==> src/twcg_pkg.sv <==
package twcg_pkg;

  localparam int WINDOW_DEPTH = 16;
  localparam int NUM_CHANNELS = 64;
  localparam int TIME_BITS    = 48;

  localparam int ENERGY_BITS  = 32;
  localparam int CHAN_BITS    = 6;
  localparam int GROUP_BITS   = 32;
  localparam int MAJ_BITS     = 5;
  localparam int CFG_BITS     = 64;
  localparam int CFG_IDX_BITS = 2;

  localparam int IDX_BITS = $clog2(WINDOW_DEPTH);
  localparam int CNT_BITS = $clog2(WINDOW_DEPTH + 1);

  localparam int IN_FIELD_BITS  = TIME_BITS + ENERGY_BITS + CHAN_BITS;
  localparam int IN_DATA_BITS   = ((IN_FIELD_BITS + 7) / 8) * 8;
  localparam int OUT_FIELD_BITS = TIME_BITS + ENERGY_BITS + CHAN_BITS + GROUP_BITS;
  localparam int OUT_DATA_BITS  = ((OUT_FIELD_BITS + 7) / 8) * 8;

  localparam logic [CFG_IDX_BITS-1:0] CFG_WINDOW_LENGTH = 2'd0;
  localparam logic [CFG_IDX_BITS-1:0] CFG_MAJORITY      = 2'd1;
  localparam logic [CFG_IDX_BITS-1:0] CFG_CHAN_MASK     = 2'd2;

  localparam logic [MAJ_BITS-1:0] MAJORITY_RESET = 5'd2;

  typedef struct packed {
    logic [TIME_BITS-1:0]   hit_time;
    logic [ENERGY_BITS-1:0] hit_energy;
    logic [CHAN_BITS-1:0]   hit_channel;
  } entry_t;

  typedef struct packed {
    logic latch;
    logic append;
    logic drop_append;
    logic refresh;
    logic rd_emit;
    logic emit_load;
  } cmd_t;

  typedef struct packed {
    logic hit_enabled;
    logic store_empty;
    logic in_window;
    logic majority_met;
    logic emit_last;
    logic out_free;
  } status_t;

endpackage

==> src/twcg_ctrl.sv <==
module twcg_ctrl import twcg_pkg::*; (
  input  logic    clk,
  input  logic    rst,
  input  logic    in_valid,
  output logic    in_ready,
  input  status_t status,
  output cmd_t    cmd
);

  typedef enum logic [4:0] {
    S_IDLE    = 5'b00001,
    S_EVAL    = 5'b00010,
    S_REFRESH = 5'b00100,
    S_EMIT_RD = 5'b01000,
    S_EMIT_WR = 5'b10000
  } state_t;

  state_t state, state_next;

  always_ff @(posedge clk) begin
    if (rst) begin
      state <= S_IDLE;
    end else begin
      state <= state_next;
    end
  end

  always_comb begin
    state_next = state;
    cmd        = '0;
    in_ready   = 1'b0;
    unique case (state)
      S_IDLE: begin
        in_ready  = 1'b1;
        cmd.latch = in_valid;
        if (in_valid) begin
          state_next = S_EVAL;
        end
      end
      S_EVAL: begin
        if (!status.hit_enabled) begin
          state_next = S_IDLE;
        end else if (status.store_empty || status.in_window) begin
          cmd.append = 1'b1;
          state_next = S_IDLE;
        end else if (status.majority_met) begin
          state_next = S_EMIT_RD;
        end else begin
          cmd.drop_append = 1'b1;
          state_next      = S_REFRESH;
        end
      end
      S_REFRESH: begin
        cmd.refresh = 1'b1;
        state_next  = S_IDLE;
      end
      S_EMIT_RD: begin
        cmd.rd_emit = 1'b1;
        state_next  = S_EMIT_WR;
      end
      S_EMIT_WR: begin
        cmd.rd_emit = 1'b1;
        if (status.out_free) begin
          cmd.emit_load = 1'b1;
          state_next    = status.emit_last ? S_IDLE : S_EMIT_RD;
        end
      end
      default: begin
        state_next = S_IDLE;
      end
    endcase
  end

endmodule

==> src/twcg_dp.sv <==
module twcg_dp import twcg_pkg::*; (
  input  logic                     clk,
  input  logic                     rst,
  input  logic                     cfg_we,
  input  logic [CFG_IDX_BITS-1:0]  cfg_index,
  input  logic [CFG_BITS-1:0]      cfg_data,
  input  entry_t                   in_entry,
  input  cmd_t                     cmd,
  output status_t                  status,
  input  logic                     out_ready,
  output logic                     out_valid,
  output entry_t                   out_entry,
  output logic [GROUP_BITS-1:0]    out_group,
  output logic                     out_last,
  output logic                     out_overflow
);

  logic [TIME_BITS-1:0]    window_length;
  logic [MAJ_BITS-1:0]     majority_count;
  logic [NUM_CHANNELS-1:0] channel_enable_mask;

  entry_t                  hit;
  logic [IDX_BITS-1:0]     oldest_index;
  logic [CNT_BITS-1:0]     stored_count;
  logic [GROUP_BITS-1:0]   group_counter;
  logic                    overflow_flag;
  logic [TIME_BITS-1:0]    oldest_time;
  logic [IDX_BITS-1:0]     emit_idx;
  logic                    refresh_bypass;

  entry_t                  store [WINDOW_DEPTH];
  entry_t                  rd_data;
  logic [IDX_BITS-1:0]     rd_addr;
  logic [IDX_BITS-1:0]     wr_addr;
  logic                    wr_en;
  logic [TIME_BITS-1:0]    time_diff;
  logic                    store_full;

  function automatic logic [IDX_BITS-1:0] slot_of(input logic [IDX_BITS-1:0] base,
                                                  input logic [CNT_BITS-1:0] offset);
    logic [CNT_BITS:0] s;
    s = {{(CNT_BITS + 1 - IDX_BITS){1'b0}}, base} + {1'b0, offset};
    if (s >= (CNT_BITS + 1)'(WINDOW_DEPTH)) begin
      s = s - (CNT_BITS + 1)'(WINDOW_DEPTH);
    end
    return s[IDX_BITS-1:0];
  endfunction

  // configuration registers
  always_ff @(posedge clk) begin
    if (rst) begin
      window_length       <= '0;
      majority_count      <= MAJORITY_RESET;
      channel_enable_mask <= '1;
    end else if (cfg_we) begin
      unique case (cfg_index)
        CFG_WINDOW_LENGTH: window_length       <= cfg_data[TIME_BITS-1:0];
        CFG_MAJORITY:      majority_count      <= cfg_data[MAJ_BITS-1:0];
        CFG_CHAN_MASK:     channel_enable_mask <= cfg_data[NUM_CHANNELS-1:0];
        default: ;
      endcase
    end
  end

  assign store_full = (stored_count == CNT_BITS'(WINDOW_DEPTH));
  assign time_diff  = hit.hit_time - oldest_time;

  always_comb begin
    status.hit_enabled  = ({1'b0, hit.hit_channel} < (CHAN_BITS + 1)'(NUM_CHANNELS)) &&
                          channel_enable_mask[hit.hit_channel[$clog2(NUM_CHANNELS > 1 ?
                          NUM_CHANNELS : 2)-1:0]];
    status.store_empty  = (stored_count == '0);
    status.in_window    = (hit.hit_time < oldest_time) || (time_diff <= window_length);
    status.majority_met = (int'(majority_count) <= int'(stored_count));
    status.emit_last    = ({1'b0, emit_idx} + CNT_BITS'(1)) == stored_count;
    status.out_free     = !out_valid || out_ready;
  end

  // store port addresses
  assign wr_addr = slot_of(oldest_index, stored_count);
  assign wr_en   = (cmd.append && !store_full) || cmd.drop_append;
  assign rd_addr = cmd.rd_emit ? slot_of(oldest_index, {1'b0, emit_idx})
                               : slot_of(oldest_index, CNT_BITS'(1));

  always_ff @(posedge clk) begin
    if (wr_en) begin
      store[wr_addr] <= hit;
    end
    rd_data <= store[rd_addr];
  end

  always_ff @(posedge clk) begin
    if (cmd.latch) begin
      hit <= in_entry;
    end
  end

  // window bookkeeping
  always_ff @(posedge clk) begin
    if (rst) begin
      oldest_index   <= '0;
      stored_count   <= '0;
      group_counter  <= '0;
      overflow_flag  <= 1'b0;
      emit_idx       <= '0;
      refresh_bypass <= 1'b0;
    end else begin
      if (cmd.append) begin
        if (store_full) begin
          overflow_flag <= 1'b1;
        end else begin
          stored_count <= stored_count + CNT_BITS'(1);
        end
      end
      if (cmd.drop_append) begin
        oldest_index   <= slot_of(oldest_index, CNT_BITS'(1));
        refresh_bypass <= (stored_count == CNT_BITS'(1));
      end
      if (cmd.emit_load) begin
        if (status.emit_last) begin
          emit_idx      <= '0;
          stored_count  <= '0;
          oldest_index  <= '0;
          group_counter <= group_counter + GROUP_BITS'(1);
        end else begin
          emit_idx <= emit_idx + IDX_BITS'(1);
        end
      end
    end
  end

  always_ff @(posedge clk) begin
    if (cmd.append && (stored_count == '0)) begin
      oldest_time <= hit.hit_time;
    end else if (cmd.refresh) begin
      oldest_time <= refresh_bypass ? hit.hit_time : rd_data.hit_time;
    end
  end

  // output word register
  always_ff @(posedge clk) begin
    if (rst) begin
      out_valid <= 1'b0;
    end else if (cmd.emit_load) begin
      out_valid <= 1'b1;
    end else if (out_ready) begin
      out_valid <= 1'b0;
    end
  end

  always_ff @(posedge clk) begin
    if (cmd.emit_load) begin
      out_entry    <= rd_data;
      out_group    <= group_counter;
      out_last     <= status.emit_last;
      out_overflow <= overflow_flag;
    end
  end

endmodule

==> src/time_window_coincidence_grouper_core.sv <==
// Coincidence grouper for a stream of detector hits.
// s_axis carries one hit per word; hits on disabled channels are dropped.
// The block keeps a window of up to WINDOW_DEPTH hits measured from the
// oldest stored hit. A hit outside the window either closes a group (when
// the stored count reaches majority_count) or pushes out the oldest hit.
// A closed group leaves on m_axis oldest first, one word per stored hit,
// tagged with the group number; tlast marks the final word of a group and
// tuser carries the sticky overflow flag. The closing hit is discarded.
// Configuration is written through cfg_we / cfg_index / cfg_data; the
// user must write it only while idle, which the block does not enforce.
// Timing: a hit is evaluated in the cycle after it is taken; a hit that
// replaces the oldest adds a read of the hit store to find the new oldest
// time. A closing hit leaves one word at a time through the single store
// read port, each word waiting for the output register to be free.
// Results sit in an output register, so a new hit is accepted while the
// last word waits; if the receiver stalls, emission of a further group
// waits for that register. Reset empties the window, clears the group
// number and overflow flag and restores the configuration defaults.
module time_window_coincidence_grouper_core import twcg_pkg::*; (
  input  logic                     clk,
  input  logic                     rst,
  input  logic                     cfg_we,
  input  logic [CFG_IDX_BITS-1:0]  cfg_index,
  input  logic [CFG_BITS-1:0]      cfg_data,
  input  logic                     s_axis_tvalid,
  output logic                     s_axis_tready,
  // hit_time, hit_energy, hit_channel
  input  logic [IN_DATA_BITS-1:0]  s_axis_tdata,
  output logic                     m_axis_tvalid,
  input  logic                     m_axis_tready,
  // out_time, out_energy, out_channel, group_number
  output logic [OUT_DATA_BITS-1:0] m_axis_tdata,
  output logic                     m_axis_tlast,
  // overflow_seen
  output logic                     m_axis_tuser
);

  cmd_t                  cmd;
  status_t               status;
  entry_t                in_entry;
  entry_t                out_entry;
  logic [GROUP_BITS-1:0] out_group;

  assign in_entry.hit_time    = s_axis_tdata[TIME_BITS-1:0];
  assign in_entry.hit_energy  = s_axis_tdata[TIME_BITS +: ENERGY_BITS];
  assign in_entry.hit_channel = s_axis_tdata[TIME_BITS + ENERGY_BITS +: CHAN_BITS];

  twcg_ctrl u_ctrl (
    .clk      (clk),
    .rst      (rst),
    .in_valid (s_axis_tvalid),
    .in_ready (s_axis_tready),
    .status   (status),
    .cmd      (cmd)
  );

  twcg_dp u_dp (
    .clk          (clk),
    .rst          (rst),
    .cfg_we       (cfg_we),
    .cfg_index    (cfg_index),
    .cfg_data     (cfg_data),
    .in_entry     (in_entry),
    .cmd          (cmd),
    .status       (status),
    .out_ready    (m_axis_tready),
    .out_valid    (m_axis_tvalid),
    .out_entry    (out_entry),
    .out_group    (out_group),
    .out_last     (m_axis_tlast),
    .out_overflow (m_axis_tuser)
  );

  assign m_axis_tdata = {{(OUT_DATA_BITS - OUT_FIELD_BITS){1'b0}}, out_group,
                         out_entry.hit_channel, out_entry.hit_energy, out_entry.hit_time};

  a_no_overwrite: assert property (@(posedge clk) disable iff (rst)
    cmd.emit_load |-> status.out_free)
    else $error("output word overwritten before it was taken");

  a_one_action: assert property (@(posedge clk) disable iff (rst)
    $onehot0({cmd.append, cmd.drop_append, cmd.refresh, cmd.emit_load}))
    else $error("more than one store action in a cycle");

  a_eval_after_accept: assert property (@(posedge clk) disable iff (rst)
    (s_axis_tvalid && s_axis_tready) |=> !s_axis_tready)
    else $error("hit accepted while previous hit still under evaluation");

  a_idle_after_group: assert property (@(posedge clk) disable iff (rst)
    (cmd.emit_load && status.emit_last) |=> s_axis_tready)
    else $error("not ready after the last word of a group");

endmodule

==> config.mk <==
export PLATFORM = sky130hd
export DESIGN_NAME = time_window_coincidence_grouper_core
export DESIGN_NICKNAME = d
export VERILOG_FILES = /design/src/twcg_pkg.sv /design/src/twcg_ctrl.sv /design/src/twcg_dp.sv /design/src/time_window_coincidence_grouper_core.sv
export SDC_FILE = /design/constraint.sdc
export NUM_CORES = 2
export LEC_CHECK = 0
export BUFFER_PORTS_ARGS = -buffer_cell sky130_fd_sc_hd__buf_2
export CORE_MARGIN = 2
export CORE_UTILIZATION = 55
export DETAILED_ROUTE_END_ITERATION = 8
export PLACE_DENSITY_LB_ADDON = 0.12
export SLEW_MARGIN = 0
export SYNTH_ARGS = -nofsm -noshare
export SYNTH_HDL_FRONTEND = slang
export SYNTH_SLANG_ARGS = --single-unit
export TNS_END_PERCENT = 50
==> constraint.sdc <==
create_clock -name clk -period 11.8 [get_ports clk]
set_input_delay 2.36 -clock clk [delete_from_list [all_inputs] [get_ports clk]]
set_output_delay 2.36 -clock clk [all_outputs]
set_load 0.02 [all_outputs]
==> impl_metrics.json <==
{
  "postSynth.topFlopCell": "sky130_fd_sc_hd__edfxtp_1",
  "fmax_mhz": 111.8,
  "worst_path_largest_cell_delay_ns": 0.78,
  "post_cts.resized_instances": 0,
  "seq_power_share_pct": 53.4,
  "worst_setup_path_start_kind": "register",
  "grt_setup_unrepaired": "false",
  "timing.final.hold_violations": 0,
  "syn_area_per_cell_um2": 18.06,
  "cts_inserted_buffers": 188,
  "dieHeight_um": 370.0,
  "initial_utilization_pct": 55.28,
  "synth.cell_area_mm2": 0.07368,
  "finalSetupViolCount": 0,
  "final_period_minus_worst_setup_slack_ns": 8.942,
  "global_route_wire_length_before_repair_um": 249000,
  "ys_seq_area_share_pct": 73.39,
  "die_w_um": 370.0,
  "gpl.final_weighted_congestion": 0.8827,
  "globalRouteOverflowTotal": 0,
  "detail-route-antenna-nets": 0,
  "netlist-cell-type-count": 72,
  "hp-class": "reg2reg",
  "synth_edf_count": 1630,
  "die_footprint_mm2": 0.1369,
  "total_switching_power_uw": 3152,
  "grt_antenna_before_repair": 4,
  "fillCellCount": 9587,
  "combinational_fraction_of_design_power_pct": 5.7,
  "power.density_cell_area_mw_per_mm2": 171.1,
  "rr_worst_depth": 26,
  "cts_setup_buffers": 0,
  "report.final.slew_viol_count": 0,
  "synthesis.yosys.warnings": 0,
  "critical_path.max_fanout": 36,
  "status": "finished, final reports clean",
  "clock_power_share_pct": 41.0,
  "final.setup_skew_ns": 0.03887,
  "placementRows": 134,
  "clock_insertion_delay_worst_skew_ns": 0.83,
  "grt_start_max_net_pins": 164,
  "drtPass1Iterations": 6,
  "postSynthRegisterBits": 1886,
  "crit_end_category": "register",
  "global_route.usage.total_pct": 24.92,
  "power_switching_share_pct": 22.09,
  "aggregate_routed_wire_length_um": 168400,
  "detailedPlacementHpwl_um": 93140,
  "first_global_vias": 38352,
  "tns_ns": 0,
  "drt-initial-drc-count": 3690,
  "max_cap_violations": 0,
  "critPathMostFrequentCell": "sky130_fd_sc_hd__a21oi_1",
  "port-buffer-count": 278,
  "floorplan.io_pins": 283,
  "max_slew.worst_pin.slew_ns": 1.106,
  "critPathRequiredTime_ns": 12.24,
  "drive_above_1_share_pct": 23.10,
  "share_of_flip_flops_with_an_asynchronous_set_or_reset_after_synthesis_pct": 0,
  "clk_pin_slew_ns": 0.06,
  "whs_path_depth": 0,
  "postSynthCellCount": 4080,
  "area_growth_syn_to_layout_pct": 13.19,
  "crit_path_top_delay_cell": "sky130_fd_sc_hd__a2111oi_0",
  "cts.hold.buffers_added": 0,
  "cts.path.max_buffers": 3,
  "dr_total_vias": 38071,
  "timing.setup.critical_path_class": "reg2reg",
  "tritoncts": "done",
  "leakage_uw": 0.02784,
  "ir_worst_vdd_mv": 0.1469,
  "clk_root_buffer_cell": "sky130_fd_sc_hd__clkbuf_16",
  "cts_max_level": 4,
  "crit_arrival_ns": 9.38,
  "routed_via_count_divided_by_cell_count": 5.976,
  "route.detailed.drc": 0,
  "layout_worst_path_cycle_share_pct": 75.78,
  "utilization_pct": 62.57,
  "drt-wirelength-per-cell_um": 26.43,
  "internal_power_uw": 11120,
  "floorplan.core_area_mm2": 0.1333,
  "nets": 4712,
  "numClockSinks": 1886,
  "slew_headroom_pct": 26.26
}
==> registers in the layout (all words and copies together) (netlist names), 5 cells and up <==
signal	flops
u_dp.group_counter	32
u_dp.oldest_time	48
u_dp.rd_data	86
u_dp.out_entry	86
u_dp.channel_enable_mask	64
u_dp.majority_count	5
u_ctrl.state	5
u_dp.window_length	48
u_dp.out_group	32
u_dp.hit	86
u_dp.store	1376
u_dp.stored_count	5
==> cell usage in the layout, fill, tap and decap left out, drive strengths merged, types with 33 or more instances in the layout <==
master / n
edfxtp: 1630
mux4: 363
buf: 353
nand2: 282
clkbuf: 270
dfxtp: 256
a21oi: 230
inv: 143
ha: 113
nor2b: 99
a211oi: 97
mux2i: 93
nor2: 83
nand3b: 69
clkinv: 61
xnor2: 50
mux2: 47
o21ai: 44
a21o: 41
nor3: 33
==> routing by layer <==
metal | vias up | share of wire [%] | GRT usage [%]
met2 | 1265 | 48 | 39.83
li1 | 16821 | - | -
met5 | - | 0 | 0
met4 | 0 | 1.9 | 6.262
met3 | 213 | 6.2 | 3.372
met1 | 19772 | 44 | 36.76
==> worst paths after layout <==
check,start,end,slack (ns)
setup / recovery,u_dp.hit[38]$_DFFE_PP_,u_dp.store[14][14]$_DFFE_PP_,2.86
hold / removal,u_dp.rd_data[31]$_DFF_P_,u_dp.out_entry[31]$_DFFE_PP_,0.40
setup reg to reg,u_dp.hit[38]$_DFFE_PP_,u_dp.store[14][14]$_DFFE_PP_,2.86
hold reg to reg,u_dp.rd_data[31]$_DFF_P_,u_dp.out_entry[31]$_DFFE_PP_,0.40
==> cells by family (layout without fill, tap and decap cells) <==
logic type | count (synthesis) | count (layout) | synth area share [%]
DFF | 1886 | 1886 | 73.39
and+or+nand+nor | 679 | 679 | 4.600
muxes | 503 | 503 | 13.08
AOI/OAI and AO/OA | 493 | 493 | 4.198
buffers and inverters | 321 | 841 | 1.768
adders and majority gates | 116 | 116 | 2.000
xor gates and xnor gates | 81 | 81 | 0.9629
other | 1 | 4 | 0.005090
==> area by class of cell <==
type / instances / area [µm²] / area share, %
multi-input cells: 1874 / 18460 / 22.13
clock buffers: 270 / 5213 / 6.250
clock inverters: 84 / 885.9 / 1.062
inverters: 134 / 508.0 / 0.6091
well taps: 1768 / 2212 / 2.653
flip-flops and latches: 1886 / 54070 / 64.84
diodes: 2 / 5.005 / 0.006001
repair buffers: 353 / 2044 / 2.452
==> through the flow <==
stage | cells | setup slack, ns | power (µW) | hold WS (ns) | area (µm²)
after floorplan | 4081 | 0.2225 | 8249 | 0.3855 | 73680
after global placement | 6015 | 3.137 | 8547 | 0.3868 | 77290
after detailed placement | 6015 | 2.953 | 8565 | 0.3887 | 77290
after CTS | 6369 | 2.928 | 14380 | 0.4033 | 83390
after global routing | 6369 | 2.209 | 14720 | 0.4095 | 83390
final | 6371 | 2.858 | 14270 | 0.4033 | 83400
==> worst max-delay path: cells and delay by family (launching register included) <==
kind                       cells  cell delay [ns]
AOI/OAI and AO/OA             10             3.01
xor gates and xnor gates       1             0.09
adders and majority gates      3             0.89
buffers and inverters          4             1.64
DFF                            1             0.60
and+or+nand+nor                8             2.24
==> power groups by stage <==
stage	combinational, µW	clock, µW	sequential [µW]
floorplan	557	0	7690
global placement	801	0	7750
detailed placement	809	0	7760
CTS	813	5950	7620
global route	889	6190	7640
finish	806	5840	7620
==> Yosys cell counts, types with 5 or more instances <==
library cell / count / share of area (%)
sky130_fd_sc_hd__a211o_1: 5 / 0.059
sky130_fd_sc_hd__a211oi_1: 97 / 0.99
sky130_fd_sc_hd__a21o_1: 41 / 0.42
sky130_fd_sc_hd__a21oi_1: 229 / 1.6
sky130_fd_sc_hd__a31oi_1: 6 / 0.051
sky130_fd_sc_hd__and3_1: 9 / 0.076
sky130_fd_sc_hd__buf_1: 16 / 0.082
sky130_fd_sc_hd__buf_2: 38 / 0.26
sky130_fd_sc_hd__buf_4: 7 / 0.071
sky130_fd_sc_hd__clkbuf_1: 122 / 0.62
sky130_fd_sc_hd__dfxtp_1: 256 / 7.0
sky130_fd_sc_hd__edfxtp_1: 1630 / 66
sky130_fd_sc_hd__ha_1: 113 / 1.9
sky130_fd_sc_hd__inv_1: 134 / 0.68
sky130_fd_sc_hd__mux2_1: 8 / 0.12
sky130_fd_sc_hd__mux2_2: 39 / 0.60
sky130_fd_sc_hd__mux2i_1: 93 / 1.3
sky130_fd_sc_hd__mux4_2: 363 / 11
sky130_fd_sc_hd__nand2_1: 282 / 1.4
sky130_fd_sc_hd__nand2b_1: 10 / 0.085
sky130_fd_sc_hd__nand3_1: 25 / 0.17
sky130_fd_sc_hd__nand3b_1: 69 / 0.70
sky130_fd_sc_hd__nand4_1: 27 / 0.23
sky130_fd_sc_hd__nor2_1: 83 / 0.42
sky130_fd_sc_hd__nor2b_1: 98 / 0.83
sky130_fd_sc_hd__nor3_1: 32 / 0.22
sky130_fd_sc_hd__nor3b_1: 5 / 0.051
sky130_fd_sc_hd__o211ai_1: 8 / 0.082
sky130_fd_sc_hd__o21a_1: 13 / 0.13
sky130_fd_sc_hd__o21ai_0: 44 / 0.30
sky130_fd_sc_hd__o21bai_1: 7 / 0.071
sky130_fd_sc_hd__o31ai_1: 9 / 0.092
sky130_fd_sc_hd__or2_2: 5 / 0.042
sky130_fd_sc_hd__or3_1: 15 / 0.13
sky130_fd_sc_hd__xnor2_1: 50 / 0.59
sky130_fd_sc_hd__xor2_1: 31 / 0.37
(Power assumes the default switching activity.)
